--- src/sv/fitr_pkg.sv ---
// ----------------------------------------------------------------------------
// fitr_pkg
// Shared types and constants of the filtered instruction trace ring.
// ----------------------------------------------------------------------------
package fitr_pkg;

    localparam int CMD_W      = 2;
    localparam int PC_W       = 32;
    localparam int OP_W       = 32;
    localparam int MODE_W     = 5;
    localparam int SEQ_W      = 64;
    localparam int MAX_W      = 7;
    localparam int CFG_W      = 32;
    localparam int CFG_IDX_W  = 2;
    localparam int SIZE_CFG_W = 11;

    localparam logic                  TRACE_ENABLE_RST = 1'b0;
    localparam logic [PC_W-1:0]       RANGE_LOW_RST    = 32'h0000_0000;
    localparam logic [PC_W-1:0]       RANGE_HIGH_RST   = 32'hFFFF_FFFF;
    localparam logic [SIZE_CFG_W-1:0] RING_SIZE_RST    = 11'd1024;

    typedef enum logic [CMD_W-1:0] {
        CMD_RECORD  = 2'd0,
        CMD_READ    = 2'd1,
        CMD_RESTART = 2'd2
    } cmd_t;

    typedef enum logic [CFG_IDX_W-1:0] {
        REG_TRACE_ENABLE = 2'd0,
        REG_RANGE_LOW    = 2'd1,
        REG_RANGE_HIGH   = 2'd2,
        REG_RING_SIZE    = 2'd3
    } cfg_reg_t;

    typedef struct packed {
        logic mod_start;
        logic wp_load;
        logic rd_size;
        logic rd_base;
        logic rd_issue;
        logic rd_load;
    } ctrl_cmd_t;

    typedef struct packed {
        logic read_req;
        logic size_wr;
        logic mod_done;
        logic empty;
        logic out_taken;
        logic out_last;
    } dp_status_t;

endpackage

--- src/sv/fitr_ctrl.sv ---
// ----------------------------------------------------------------------------
// fitr_ctrl
// Controller: accepts commands, sequences reads and ring-size updates.
// ----------------------------------------------------------------------------
module fitr_ctrl (
    input  logic                 clk,
    input  logic                 rst_n,
    input  fitr_pkg::dp_status_t sts,
    output fitr_pkg::ctrl_cmd_t  ctl,
    output logic                 ready
);
    import fitr_pkg::*;

    typedef enum logic [6:0] {
        ST_IDLE     = 7'b0000001,
        ST_MOD      = 7'b0000010,
        ST_RD_SIZE  = 7'b0000100,
        ST_RD_BASE  = 7'b0001000,
        ST_RD_ISSUE = 7'b0010000,
        ST_RD_LOAD  = 7'b0100000,
        ST_RD_HOLD  = 7'b1000000
    } state_t;

    state_t state_reg;
    state_t state_next;

    always_comb
    begin
        state_next = state_reg;
        ctl        = '0;
        ready      = 1'b0;
        unique case (state_reg)
            ST_IDLE:
            begin
                ready = 1'b1;
                if (sts.size_wr)
                begin
                    ctl.mod_start = 1'b1;
                    state_next    = ST_MOD;
                end
                else if (sts.read_req)
                begin
                    state_next = ST_RD_SIZE;
                end
            end
            ST_MOD:
            begin
                if (sts.mod_done)
                begin
                    ctl.wp_load = 1'b1;
                    state_next  = ST_IDLE;
                end
            end
            ST_RD_SIZE:
            begin
                ctl.rd_size = 1'b1;
                state_next  = ST_RD_BASE;
            end
            ST_RD_BASE:
            begin
                ctl.rd_base = 1'b1;
                state_next  = sts.empty ? ST_RD_LOAD : ST_RD_ISSUE;
            end
            ST_RD_ISSUE:
            begin
                ctl.rd_issue = 1'b1;
                state_next   = ST_RD_LOAD;
            end
            ST_RD_LOAD:
            begin
                ctl.rd_load = 1'b1;
                state_next  = ST_RD_HOLD;
            end
            ST_RD_HOLD:
            begin
                if (sts.out_taken)
                begin
                    state_next = sts.out_last ? ST_IDLE : ST_RD_ISSUE;
                end
            end
            default:
            begin
                state_next = ST_IDLE;
            end
        endcase
    end

    always_ff @(posedge clk or negedge rst_n)
    begin
        if (!rst_n)
        begin
            state_reg <= ST_IDLE;
        end
        else
        begin
            state_reg <= state_next;
        end
    end

endmodule

--- config.mk ---
export PLATFORM = sky130hd
export DESIGN_NAME = fitr_ctrl
export DESIGN_NICKNAME = d
export VERILOG_FILES = /design/src/sv/fitr_pkg.sv /design/src/sv/fitr_ctrl.sv
export SDC_FILE = /design/constraint.sdc
export NUM_CORES = 1
export LEC_CHECK = 0
export BUFFER_PORTS_ARGS = -buffer_cell sky130_fd_sc_hd__buf_2
export CORE_AREA = 2 2 39 41
export DETAILED_ROUTE_END_ITERATION = 8
export DIE_AREA = 0 0 41 43
export GPL_ROUTABILITY_DRIVEN = 0
export PLACE_DENSITY_LB_ADDON = 0.25
export SYNTH_ARGS = -nofsm -noshare
export SYNTH_HDL_FRONTEND = slang
export SYNTH_SLANG_ARGS = --single-unit
--- constraint.sdc ---
create_clock -name clk -period 1.9 [get_ports clk]
set_clock_uncertainty 0.2 [all_clocks]
set_input_delay 0.285 -clock clk [delete_from_list [all_inputs] [get_ports clk]]
set_output_delay 0.285 -clock clk [all_outputs]
set_load 0.005 [all_outputs]
Word-level counts from Yosys, hierarchy flattened. Cells that the tools add are included.

Word-level logic and storage cells: 28. Input bits: 8. Memories: 0. Bits in read-only memories: 0. Bits in latches: 0. Bits in registers: 7. RAM bits: 0.

Multiplexer cells: 16. Bitwise operators: 0. Div/mod/pow operators: 0. Shifts and indexed selects: 0. Add/subtract/negate cells: 0. Order comparisons: 0. Multiply operators: 0. Equal/unequal tests: 10. Reduce and logical (&&, ||, !) cells: 1.

Operators by type and width (count): 7-bit one-hot mux with 7 select lines (1); 7-bit 2-to-1 mux (4); 1-bit 2-to-1 mux (9); 7-bit by 1-bit equality test with 1-bit output, second input constant (1); 7-bit by 2-bit equality test with 1-bit output, second input constant (1); 7-bit by 3-bit equality test with 1-bit output, second input constant (1); 7-bit by 4-bit equality test with 1-bit output, second input constant (1); 7-bit by 5-bit equality test with 1-bit output, second input constant (1); 7-bit by 6-bit equality test with 1-bit output, second input constant (1); 7-bit equality test, second input constant (1); 6-bit 2-to-1 mux (1); 5-bit 2-to-1 mux (1); 2-bit != test, second input constant (2); 3-bit != test, second input constant (1); 3-bit AND reduction (1).

Longest topological paths before layout.
Depth in word-level cells: 3. Depth in mapped cells: 6. Depth with buffers taken out: 4.

Worst setup path after synthesis. Ideal clock, no wire load.

Path type: reg2out. Start: register state_reg[5]. End: output port ctl[5] in the netlist's numbering. Cell stages (with the launch flop): 7. Data required time: 1.415 ns. Arrival: 1.438 ns. Slack: -0.023 ns. Cell sequence: dfrtp_1 > clkbuf_1 > or2_2 > clkbuf_1 > nor3_2 > and2_1 > buf_4.

RTL lines: start, declared (line fitr_ctrl.sv:24) `state_t state_reg;`; start signal, assigned (line fitr_ctrl.sv:96) `state_reg <= state_next;`; end, declared (line fitr_ctrl.sv:9) `output fitr_pkg::ctrl_cmd_t ctl,`.

==> flow_summary.ini <==
[grt]
grt-ovfl-total = 0
grt_pass1_vias = 538
grt_pass1_wl_mm = 2.511
top_usage_layer = met2
grt_use_met1_pct = 29.41
grt_max_degree = 9
grtUsageMet2_pct = 33.13
grt_util_all_layers_pct = 21.39
grt_antenna_before_repair = 0
grtUsageMet3_pct = 1.571

[setup_path]
cp_num_cells = 4
crit_required_ps = 1410
crit_fanout = 3
r2r.worst_path.cells = 5
setup.worst_path.class = reg2out
cp_data_arrival_time_ps = 1690
slowest_stage = or4_4
crit_path_end_kind = output pin
crit_buf_inv = 1
crit_family = simple AND/OR/NAND/NOR gates
cp-start-kind = flop
max_stage_delay_ps = 430
cp_cell_sequence = or2_4 > or4_4 > nor3b_2 > buf_2

[sta]
whs_ps = 57.74
hold_violations = 0
rsz0062_at_grt = yes
fin_crit_ps = 2176
layout_setup_ws_ps = -275.9
tightest_slew_ps = 281.5
max_freq_mhz = 459.6
report.final.slew_viol_count = 0
finalCritPeriodShare_pct = 114.5
slew_headroom_pct = 81.09
finalSetupViolations = 8
setup_tns_ps = -1302

[synth]
yosysSeqAreaShare_pct = 32.49
synth.ff_latch_count = 7
synth_ff_type = dfrtp_1
syn_nets = 70
ys_types = 34
postSynth.asyncResetShare_pct = 100.0
avgSynthCellArea_sq_um = 8.758
synth-edff-count = 0
synthesis.area_sq_um = 543.0
ys_warn_count = 0
syn_inst = 62

[final_layout]
diodes = 0
area_delta_synth_final_pct = 69.35
fin_util_pct = 66.46
nFillCells = 115
drive_above_1_share_pct = 62.00
largest_register_ffs = 7
nets = 109

[die]
ios = 15
die_area_sq_um = 1763
initial_core_util_pct = 39.24
die_x_microns = 41
die_h_microns = 43
core_sq_um = 1384
num_rows = 14

[route]
drt-total-wl_mm = 1.738
via_count = 604
route.detailed.drc = 0
vias_per_cell = 5.207
first_pass_iters = 4
initialDrtViolationCount = 17
wl_per_cell_microns = 14.98
drtAntennaViolNets = 0

[pwr]
ir_drop_v = 0.0007233
power_density_nw_per_um2 = 1194
p_leak_nw = 0.4428

[clock_tree]
cts_root_buf = clkbuf_4
cts.sinks = 7
cts_made_buffers = 3
cts.clk_slew.worst_paths_ps = 60
cts.htree.levels = 1
clk_latency_ps = 250
clock_path_buffers = 2
cts_tree = built

[placed_design]
io_buffer_count = 14
pre_cts_ws_ps = -39.75
dp_hpwl_mm = 1.021

[flow_run]
drv_cap = 0

[worst_hold_path]
hold_path_class = in2reg
hold_depth = 2

[status]
violations = negative setup slack
status = finished, violations left
worst register-to-register path, delay by kind of cell, from the launching register on:
| family | cells | cell delay [ps] |
|---|---|---|
| compound gates | 1 | 310 |
| simple gates | 3 | 780 |
| buf+inv | 1 | 140 |
| flops | 1 | 410 |
logic make-up after synthesis:
logic type	after synthesis	share of synthesized area, %
flip-flops	7	32.49
AO/OA/AOI/OAI	9	11.06
XOR/XNOR	2	3.226
buffers and inverters	8	9.676
AND/OR/NAND/NOR	36	43.56
layout make-up:
type	count	area, sq um	area share (%)
timing repair buffer	41	290.3	31.56
tap	16	20.02	2.177
clock buffer	4	26.28	2.857
sequential	7	176.4	19.18
multi-input combinational	47	402.9	43.81
inverter	1	3.754	0.4082
stage by stage:
stage               power, mW  std cells  instance area, sq um
finish                  1.098        116                 919.6
global route            1.162        116                 919.6
CTS                    0.9894        113                 838.3
detailed placement     0.7515        101                 714.4
global placement       0.7501        101                 714.4
floorplan              0.5678         62                 553.0
Yosys cell counts (all sizes together) (2+ instances only):
master | number | area, sq um
nor2 | 8 | 30.03
dfrtp | 6 | 150.1
a21oi | 4 | 20.02
buf | 4 | 37.53
clkbuf | 3 | 11.26
nand2b | 3 | 18.77
nor3 | 3 | 20.02
nor4 | 3 | 18.77
or4 | 3 | 27.53
a211oi | 2 | 15.01
nand2 | 2 | 7.510
nor3b | 2 | 20.02
nor4b | 2 | 17.52
or2 | 2 | 15.02
or3 | 2 | 13.77
or3b | 2 | 17.52
final timing paths:
| kind | startpoint | to | slack [ps] |
|---|---|---|---|
| worst max register to register | state_reg[6] | state_reg[4] | -10 |
| min in group asynchronous | rst_n | state_reg[3] | 210 |
| max in group asynchronous | rst_n | state_reg[0] | 1060 |
| worst min-delay path | sts[2] | state_reg[5] | 60 |
| worst min register to register | state_reg[4] | state_reg[1] | 490 |
| worst max-delay path | state_reg[6] | ctl[1] | -280 |
cell usage in the layout (no fill, tap or decap), drive strengths merged:
cell type	instances
nor2b	1
a21oi	4
xor2	1
or3	2
buf	40
or4	3
a211oi	2
or2	2
nor4	3
dlygate4sd3	1
o31ai	1
or3b	2
nor2	8
and4	1
nor3b	2
dfstp	1
nand2	2
and2	1
dfrtp	6
nor4b	2
o32a	1
and3b	1
inv	1
nand2b	3
xnor2	1
nor3	3
clkbuf	4
a21o	1
metal layers:
metal | up-vias | share of wire (%)
li1 | 298 | -
met1 | 282 | 44
met2 | 22 | 52
met3 | 2 | 3.0
met4 | 0 | 0.35
met5 | - | 0
what timing repair did:
action                                  CTS  global route
endpoints found under the hold margin     7             0
gates cloned                              0             0
gates resized for setup                   8            11
hold buffers                              1             0
setup buffers                             7             3
endpoints found under the setup margin    8             8
pin swaps                                 8             3
power breakdown:
group | switching [mW] | internal (mW)
sequential | 0.0465 | 0.189
clock | 0.0591 | 0.0804
combinational | 0.304 | 0.419
total | 0.410 | 0.689
No activity file was read; power rests on OpenSTA's default activity.
